File: src/hw/rtl/jts_pkg.sv
package jts_pkg;

  // Configuration register indexes
  typedef enum logic [2:0] {
    CFG_NEUTRAL_PULSE    = 3'd0,
    CFG_STEER_DEADZONE   = 3'd1,
    CFG_DRIVE_DEADZONE   = 3'd2,
    CFG_STEER_GAIN       = 3'd3,
    CFG_DRIVE_SCALE      = 3'd4,
    CFG_ESTOP_HOLD_TICKS = 3'd5,
    CFG_SEND_DIVIDER     = 3'd6
  } cfg_idx_t;

  localparam int CFG_IDX_W  = 3;
  localparam int CFG_DATA_W = 16;

  // Reset values of the configuration registers
  localparam logic [11:0] RST_NEUTRAL_PULSE    = 12'd1500;
  localparam logic [14:0] RST_STEER_DEADZONE   = 15'd6554;
  localparam logic [14:0] RST_DRIVE_DEADZONE   = 15'd9830;
  localparam logic [10:0] RST_STEER_GAIN       = 11'd500;
  localparam logic [15:0] RST_DRIVE_SCALE      = 16'd36571;
  localparam logic [15:0] RST_ESTOP_HOLD_TICKS = 16'd100;
  localparam logic [7:0]  RST_SEND_DIVIDER     = 8'd10;

  typedef struct packed {
    logic [11:0] neutral_pulse;
    logic [14:0] steer_deadzone;
    logic [14:0] drive_deadzone;
    logic [10:0] steer_gain;
    logic [15:0] drive_scale;
    logic [15:0] estop_hold_ticks;
    logic [7:0]  send_divider;
  } jts_cfg_t;

  typedef struct packed {
    logic signed [15:0] axis_steer;
    logic signed [15:0] axis_drive;
    logic               estop_button;
    logic               halt;
  } jts_item_t;

  typedef struct packed {
    logic [11:0] steer_cmd;
    logic [11:0] drive_cmd;
    logic        send_strobe;
  } jts_result_t;

  typedef struct packed {
    logic [15:0] estop_remaining;
    logic [7:0]  divider_phase;
  } jts_state_t;

endpackage

File: src/hw/rtl/jts_map.sv
module jts_map
  import jts_pkg::*;
(
  input  jts_item_t   item,
  input  jts_cfg_t    cfg,
  input  jts_state_t  state,
  output jts_result_t result,
  output jts_state_t  state_nxt
);

  logic               active;
  logic signed [16:0] ax_s;
  logic [16:0]        mag_s;
  logic signed [28:0] steer_prod;
  logic signed [14:0] steer_sum;
  logic signed [16:0] a_d;
  logic [16:0]        mag_d;
  logic signed [16:0] adj_d;
  logic signed [33:0] drive_prod;
  logic signed [14:0] drive_sum;
  logic [11:0]        steer_sat;
  logic [11:0]        drive_sat;
  logic [7:0]         div_eff;
  logic [8:0]         phase_inc;

  // Saturate a signed sum to 0..4095
  function automatic logic [11:0] sat12(input logic signed [14:0] v);
    if (v[14]) begin
      return 12'd0;
    end else if (v[13:12] != 2'b00) begin
      return 12'hFFF;
    end
    return v[11:0];
  endfunction

  // Steering: floor(axis * gain / 2^15) is the upper part of the product
  assign ax_s       = {item.axis_steer[15], item.axis_steer};
  assign mag_s      = ax_s[16] ? 17'(-ax_s) : 17'(ax_s);
  assign steer_prod = ax_s * $signed({1'b0, cfg.steer_gain});
  assign steer_sum  = $signed({3'b000, cfg.neutral_pulse})
                    + $signed({steer_prod[28], steer_prod[28:15]});

  // Drive: negated axis moved toward zero by the deadzone, Q8.8 scale
  assign a_d        = -$signed({item.axis_drive[15], item.axis_drive});
  assign mag_d      = a_d[16] ? 17'(-a_d) : 17'(a_d);
  assign adj_d      = a_d[16] ? a_d + $signed({2'b00, cfg.drive_deadzone})
                              : a_d - $signed({2'b00, cfg.drive_deadzone});
  assign drive_prod = adj_d * $signed({1'b0, cfg.drive_scale});
  assign drive_sum  = $signed({3'b000, cfg.neutral_pulse})
                    + $signed({{4{drive_prod[33]}}, drive_prod[33:23]});

  assign steer_sat = sat12(steer_sum);
  assign drive_sat = sat12(drive_sum);

  assign div_eff   = (cfg.send_divider == 8'd0) ? 8'd1 : cfg.send_divider;
  assign phase_inc = {1'b0, state.divider_phase} + 9'd1;

  // E-stop hold, strobe phase and output selection
  always_comb begin
    state_nxt = state;
    active    = 1'b0;
    result.steer_cmd   = cfg.neutral_pulse;
    result.drive_cmd   = cfg.neutral_pulse;
    result.send_strobe = 1'b1;
    if (!item.halt) begin
      if (item.estop_button) begin
        state_nxt.estop_remaining = cfg.estop_hold_ticks;
      end else if (state.estop_remaining != 16'd0) begin
        state_nxt.estop_remaining = state.estop_remaining - 16'd1;
      end else begin
        active = 1'b1;
      end

      if (active && (mag_s > {2'b00, cfg.steer_deadzone})) begin
        result.steer_cmd = steer_sat;
      end
      if (active && (mag_d > {2'b00, cfg.drive_deadzone})) begin
        result.drive_cmd = drive_sat;
      end

      result.send_strobe = (state.divider_phase == 8'd0);
      if (phase_inc >= {1'b0, div_eff}) begin
        state_nxt.divider_phase = 8'd0;
      end else begin
        state_nxt.divider_phase = phase_inc[7:0];
      end
    end
  end

endmodule

File: src/hw/rtl/joystick_to_servo_command.sv
// Joystick to servo command mapper.
//
// Input channel (in_valid/in_ready) carries one tick: two Q1.15 stick axes,
// the e-stop button and the halt flag. Output channel (out_valid/out_ready)
// returns one result per tick: steering and drive commands (0..4095) and
// the send strobe. The user writes configuration via cfg_we/cfg_index/
// cfg_wdata, one register per cycle, while no tick is in flight, unchecked.
//
// Datapath: one input register, then the mapping logic (two small
// multipliers, add, saturate) into the output register. Throughput is one
// tick per cycle while out_ready stays high.
//
// Reset (synchronous, rst_n low) empties both stages, clears the e-stop
// hold counter and the strobe phase, and loads the register defaults.
// When the receiver stalls, the output register holds its result and the
// input register keeps one more tick; in_ready drops only when both are
// full and out_ready is low.
module joystick_to_servo_command
  import jts_pkg::*;
(
  input  logic                  clk,
  input  logic                  rst_n,

  input  logic                  in_valid,
  output logic                  in_ready,
  input  logic signed [15:0]    in_axis_steer,
  input  logic signed [15:0]    in_axis_drive,
  input  logic                  in_estop_button,
  input  logic                  in_halt,

  output logic                  out_valid,
  input  logic                  out_ready,
  output logic [11:0]           out_steer_cmd,
  output logic [11:0]           out_drive_cmd,
  output logic                  out_send_strobe,

  input  logic                  cfg_we,
  input  logic [CFG_IDX_W-1:0]  cfg_index,
  input  logic [CFG_DATA_W-1:0] cfg_wdata
);

  jts_cfg_t    cfg_r;
  jts_state_t  state_r;
  jts_state_t  state_nxt;
  jts_item_t   s1_item_r;
  logic        s1_valid_r;
  jts_result_t out_res_r;
  jts_result_t res_nxt;
  logic        out_valid_r;
  logic        out_free;
  logic        s1_fire;

  // Pipeline handshake
  assign out_free = !out_valid_r || out_ready;
  assign s1_fire  = s1_valid_r && out_free;
  assign in_ready = !s1_valid_r || out_free;

  jts_map u_map (
    .item      (s1_item_r),
    .cfg       (cfg_r),
    .state     (state_r),
    .result    (res_nxt),
    .state_nxt (state_nxt)
  );

  // Configuration registers
  always_ff @(posedge clk) begin
    if (!rst_n) begin
      cfg_r.neutral_pulse    <= RST_NEUTRAL_PULSE;
      cfg_r.steer_deadzone   <= RST_STEER_DEADZONE;
      cfg_r.drive_deadzone   <= RST_DRIVE_DEADZONE;
      cfg_r.steer_gain       <= RST_STEER_GAIN;
      cfg_r.drive_scale      <= RST_DRIVE_SCALE;
      cfg_r.estop_hold_ticks <= RST_ESTOP_HOLD_TICKS;
      cfg_r.send_divider     <= RST_SEND_DIVIDER;
    end else if (cfg_we) begin
      unique case (cfg_index)
        CFG_NEUTRAL_PULSE:    cfg_r.neutral_pulse    <= cfg_wdata[11:0];
        CFG_STEER_DEADZONE:   cfg_r.steer_deadzone   <= cfg_wdata[14:0];
        CFG_DRIVE_DEADZONE:   cfg_r.drive_deadzone   <= cfg_wdata[14:0];
        CFG_STEER_GAIN:       cfg_r.steer_gain       <= cfg_wdata[10:0];
        CFG_DRIVE_SCALE:      cfg_r.drive_scale      <= cfg_wdata;
        CFG_ESTOP_HOLD_TICKS: cfg_r.estop_hold_ticks <= cfg_wdata;
        CFG_SEND_DIVIDER:     cfg_r.send_divider     <= cfg_wdata[7:0];
        default: ;
      endcase
    end
  end

  // Input stage and tick state
  always_ff @(posedge clk) begin
    if (!rst_n) begin
      s1_valid_r <= 1'b0;
      state_r    <= '0;
    end else begin
      if (in_valid && in_ready) begin
        s1_valid_r <= 1'b1;
      end else if (s1_fire) begin
        s1_valid_r <= 1'b0;
      end
      if (s1_fire) begin
        state_r <= state_nxt;
      end
    end
  end

  always_ff @(posedge clk) begin
    if (in_valid && in_ready) begin
      s1_item_r.axis_steer   <= in_axis_steer;
      s1_item_r.axis_drive   <= in_axis_drive;
      s1_item_r.estop_button <= in_estop_button;
      s1_item_r.halt         <= in_halt;
    end
  end

  // Output register
  always_ff @(posedge clk) begin
    if (!rst_n) begin
      out_valid_r <= 1'b0;
    end else if (s1_fire) begin
      out_valid_r <= 1'b1;
    end else if (out_ready) begin
      out_valid_r <= 1'b0;
    end
  end

  always_ff @(posedge clk) begin
    if (s1_fire) begin
      out_res_r <= res_nxt;
    end
  end

  assign out_valid       = out_valid_r;
  assign out_steer_cmd   = out_res_r.steer_cmd;
  assign out_drive_cmd   = out_res_r.drive_cmd;
  assign out_send_strobe = out_res_r.send_strobe;

endmodule

File: config.mk
export PLATFORM = sky130hd
export DESIGN_NAME = joystick_to_servo_command
export DESIGN_NICKNAME = d
export VERILOG_FILES = /design/src/hw/rtl/jts_pkg.sv /design/src/hw/rtl/jts_map.sv /design/src/hw/rtl/joystick_to_servo_command.sv
export SDC_FILE = /design/constraint.sdc
export NUM_CORES = 2
export LEC_CHECK = 0
export ABC_CLOCK_PERIOD_IN_PS = 13400
export BUFFER_PORTS_ARGS = -buffer_cell sky130_fd_sc_hd__buf_2
export CAP_MARGIN = 30
export CORE_UTILIZATION = 40
export DETAILED_ROUTE_END_ITERATION = 8
export PLACE_DENSITY = 0.65
export SLEW_MARGIN = 5
export SYNTH_ARGS = -nofsm -noshare
export SYNTH_HDL_FRONTEND = slang
export SYNTH_SLANG_ARGS = --single-unit
File: constraint.sdc
create_clock -name clk -period 13.4 [get_ports clk]
set_input_delay 1.34 -clock clk [delete_from_list [all_inputs] [get_ports clk]]
set_output_delay 1.34 -clock clk [all_outputs]
set_load 0.05 [all_outputs]
; ---- Word-level counts from Yosys, hierarchy flattened
; Cells that the tools add are included.
[word_totals]
register_bits = 178
output_inout_bits = 27
wordCells = 92
[classes]
eq_ne = 6
mux = 27
n_mul = 2
n_bitwise = 1
order_cmp = 3
reduce_logical = 26
n_addsub = 9
[op_table]
columns = op, count
row1 = 12-bit 2-to-1 mux, 8
row2 = 17-bit 2-to-1 mux, 3
row3 = 17-bit by 15-bit > comparator with 1-bit output, 2
row4 = 17-bit by 17-bit multiplier with 34-bit output, 1
row5 = 16-bit negator with 17-bit output, 2
row6 = 16-bit 2-to-1 mux, 2
row7 = 16-bit by 12-bit multiplier with 28-bit output, 1
row8 = 25-bit 2-to-1 mux, 1
row9 = 17-bit by 16-bit adder with 17-bit output, 1
row10 = 17-bit negator, 1
row11 = 17-bit by 16-bit subtractor with 17-bit output, 1
row12 = 8-bit logical NOT, 2
row13 = 8-bit 2-to-1 mux, 2
row14 = 2-bit AND reduction, 8
row15 = 16-bit nonzero test, 1
row16 = "16-bit by 1-bit subtractor with 16-bit output, second input constant", 1
row17 = 13-bit by 11-bit adder with 14-bit output, 1
row18 = 13-bit by 13-bit adder with 14-bit output, 1
row19 = 1-bit 2-to-1 mux, 11
row20 = 2-bit nonzero test, 5
row21 = "8-bit by 1-bit adder with 9-bit output, second input constant", 1
row22 = "3-bit == test, second input constant", 3
row23 = 9-bit by 8-bit greater-or-equal comparator with 1-bit output, 1
row24 = "3-bit by 2-bit == test with 1-bit output, second input constant", 2
row25 = other kinds (7), 12

; ---- Depth between registers and ports, before layout
[depth]
ltp_word = 11
ltp_mapped = 57

; ---- Cells and area by module
; A second synthesis with hierarchy kept.
[unflattened]
hier_cells = 3141
hier_area_um2 = 27651.5
[by_module_without_submodules]
columns = mod, cells_each, seq_area_each_um2, instances, area_each_um2
row1 = jts_map, 2616, 0.0, 1, 21561.9
row2 = joystick_to_servo_command, 525, 4154.0, 1, 6089.6

; ---- Worst setup path after synthesis
; OpenSTA, ideal clock, no wires.
[synth_timing]
path_type = reg-to-reg
startpoint = register s1_item_r[10] in the netlist's numbering
endpoint = register out_res_r, in the netlist out_drive_cmd[11] (data pin)
setup_slack_ns = 1.538
synth_period_minus_slack_ns = 11.862
t_arrival_ns = 11.722
setup_time_ns = 0.140
path_buffers = 4
required_ns = 13.260
path_stages_with_launch = 53
cell_sequence = edfxtp_1 -> or4_4 -> nor2_4 -> nand3_2 -> or4_4 -> nor3_4 -> nor2_1 -> clkbuf_1 -> nor2_1 -> xnor2_1 -> ha_1 -> nor2b_1 -> o21ai_0 -> a21boi_1 -> o21ai_0 -> a21boi_1 -> o21ai_0 -> a21oi_1 -> [17 not listed] -> a21o_1 -> a21oi_1 -> nand2_1 -> and2_1 -> o21ai_0 -> nand2b_1 -> a211oi_1 -> nor2_1 -> ha_1 -> a21o_1 -> a21o_1 -> o21ai_0 -> a21oi_1 -> or2_2 -> o311ai_1 -> buf_2 -> nand2_1 -> a21oi_2
[synth_rtl]
columns = item, line_no
row1 = from (decl), joystick_to_servo_command.sv:45  ; jts_item_t s1_item_r;
row2 = to (signal assigned), joystick_to_servo_command.sv:129  ; out_res_r <= res_nxt;
row3 = to (decl), joystick_to_servo_command.sv:47  ; jts_result_t out_res_r;

==> impl_results.md <==
- Setup_tns: 0 ps
- Core area: roughly 67000 um2
- Tcrit/Tclk final: 93.86%
- Nets: 3836
- Max FO, Critical Path: 12
- Final min period: 12580 ps
- H-tree levels: 4
- Global routing met1 resource utilization: 25.54%
- Clock Tree Root: clkbuf_16
- Final setup fails: 0
- Total wire length: 64290 um
- GRT met2 Usage: around 34%
- Initial antenna violation count: 0
- CTS tree: yes
- Async SR Flop Fraction: 0%
- Post-synth EDFFs: 59
- Most common cell in the netlist: inv_1
- RSZ-0062 raised after global routing: false
- Yosys cell types: 83
- Die ar.: 68990 um2
- F_max: 79.51 MHz
- Synth-to-Final Area Change: 7.491%
- Max_cap viols: 0
- Clk slew on worst S/H paths: about 80 ps
- CP Capture Type: register
- I/O Buffers: 84
- Largest net degree at the start of global routing: 82
- FP Rows: 95
- Post-synth top flop: dfxtp_1
- Synth top area share: 31.97%
- Antenna viol nets, final: 0
- Crit Path Category: reg -> reg
- Antenna cells: 0
- Largest area contributor in the netlist: fa_1
- Yosys warnings: 0
- Worst slew pin tran: 910.1 ps
- Max-slew violation count: 0
- Register area share after synthesis: 15.29%
- Slew Limit Headroom: 39.03%
- Clock sink count: 178
- Layout cells sized above 1: under 10%
- Vias in the first global route: 20870
- DPL Wire Length: 51010 um
- CP max stage delay: 710 ps
- Die width: 262.7 um
- Hold Path Class: reg -> reg
- Avg Cell Area, Syn: slightly below 9 um2
- CTS buffer count: 17
- Main area contributors after synthesis: fa_1 (32%), ha_1 (11%), dfxtp_1 (8.8%), inv_1 (8.4%), edfxtp_1 (6.5%)
- Most frequent CP cell: fa_1
- CP arrival: roughly 13000 ps
- Post-synthesis register bit count: 178
- Drt first pass iters: 5
- WP data required: 13700 ps
- Clock Skews: 12.42 ps
- Longest Clk Path Bufs: 2
- Initial Util: 40.47%
- Die H: between 200 and 300 um
- Clock Latency Late Sink: 460 ps
- Cell Area, Synth: 27180 um2
- Ports: 85
- Global-route wire length before repair: 108200 um
- Busiest grt layer: met2
- CP max-delay cell: fa_1
- GRT overflow: 0
- Via count: roughly 20000
- Gr usage total: roughly 19%
- Routability cong.: 0.8983
- DRC: 0
- Met3 global-route usage: 1.593%
- Top cells by count, synth: inv_1 (609), nand2_1 (456), fa_1 (434)
- Critical Path Start Type: register
- Hold Vio Cnt, Final: 0
- # fillers: 6592
- Drt initial violations: between 900 and 1000
- Cells after Synth: 3088
- Vias/cell: 4.985
- Net count after synthesis: 3810
- Hold Buf Count CTS: 0
- Family with the most delay on the worst path: adder cells
- Run status: completed
- Wire length per cell: 16.07 um
- Worst Path Buf+Inv: 6
[stage by stage]
stage | cell area [um2] | hold slack, ps | cells | util [%] | setup slack, ps
floorplan | 27180 | 440.3 | 3088 | - | 1538
global placement | 28440 | 453.6 | 3958 | 42.35 | 705.7
detailed placement | 28480 | 459.4 | 3960 | 42.41 | 656.8
CTS | 29090 | 470.8 | 3992 | 43.31 | 599.9
global route | 29210 | 496.8 | 4000 | 43.50 | 12.93
finish | 29210 | 468.0 | 4000 | 43.50 | 822.8
[worst register-to-register path: cells and delay by family (launching register included)]
kind | cells | cell delay (ps)
flops | 1 | 450
fa+ha+maj | 9 | 4350
mux | 1 | 280
compound gates | 19 | 3360
simple gates | 19 | 3190
buf+inv | 6 | 770
[metal layers]
| metal | routed length [um] | vias to the layer above |
|---|---|---|
| li1 | - | 9644 |
| met2 | 31830 | 357 |
| met3 | 2045 | 79 |
| met4 | 1411 | 0 |
| met5 | 0 | - |
| met1 | 29010 | 9859 |
[worst paths after layout]
path	from	end	slack, ps	cells past startpoint
max	s1_item_r[10]	out_drive_cmd[9]	820	54
min	cfg_r[15]	cfg_r[15]	470	2
max reg2reg	s1_item_r[10]	out_drive_cmd[9]	820	54
min reg2reg	cfg_r[15]	cfg_r[15]	470	2
[state kept, by name, summed over array words and instances, names as in the netlist]
| register | flops |
|---|---|
| out_send_strobe | 1 |
| s1_item_r | 34 |
| state_r | 24 |
| out_valid | 1 |
| s1_valid_r | 1 |
| out_drive_cmd | 12 |
| out_steer_cmd | 12 |
| cfg_r | 93 |
[cell usage in the layout (no fill, tap or decap), types with 7 or more instances in the layout]
cell type,n
fa_1,434
a21oi_2,12
nand3b_1,12
a21oi_1,73
nand4_1,9
o31ai_1,7
o21bai_1,7
o21ai_1,7
o21ai_0,78
or3_1,10
nand2b_1,24
xnor2_1,101
nor2b_1,47
a22oi_1,7
xor2_1,25
nor3_1,34
a31oi_1,9
inv_1,609
a32o_1,7
and3b_1,7
a211oi_1,10
nand3_1,55
buf_4,41
clkbuf_16,17
and2_1,188
a21o_1,21
edfxtp_1,59
nor2_1,109
a21boi_0,54
o21a_1,14
and3_1,11
o21ai_2,11
nand2_1,456
o211ai_1,24
ha_1,229
dfxtp_1,119
buf_2,84
[final cells by class]
class                           count  area (um2)  area share (%)
Timing Repair Buffer              127       783.3           2.681
Inverter                          609        2286           7.825
Clock buffer                       17       425.4           1.456
Multi-Input combinational cell   2181       20290           69.45
Sequential cell                   178        4154           14.22
Tap cell                          873        1092           3.739
Clock inverter                     15       182.7          0.6253
[cells by family after synthesis]
group | Yosys count | share of synthesized area [%]
buf+inv | 730 | 10.31
fa+ha+maj | 670 | 42.78
mux | 3 | 0.1197
compound gates | 378 | 9.429
xor+xnor | 129 | 4.157
simple gates | 1000 | 17.92
flops | 178 | 15.29
[what timing repair did]
| action | in CTS | in global routing |
|---|---|---|
| resized for setup | 0 | 9 |
| buffers inserted | 0 | 5 |
| endpoints found under the setup margin | 0 | 12 |
Power is left out: the tool's default activity adds up to more than one toggle a clock period on the data nets, which glitch-free logic cannot reach.
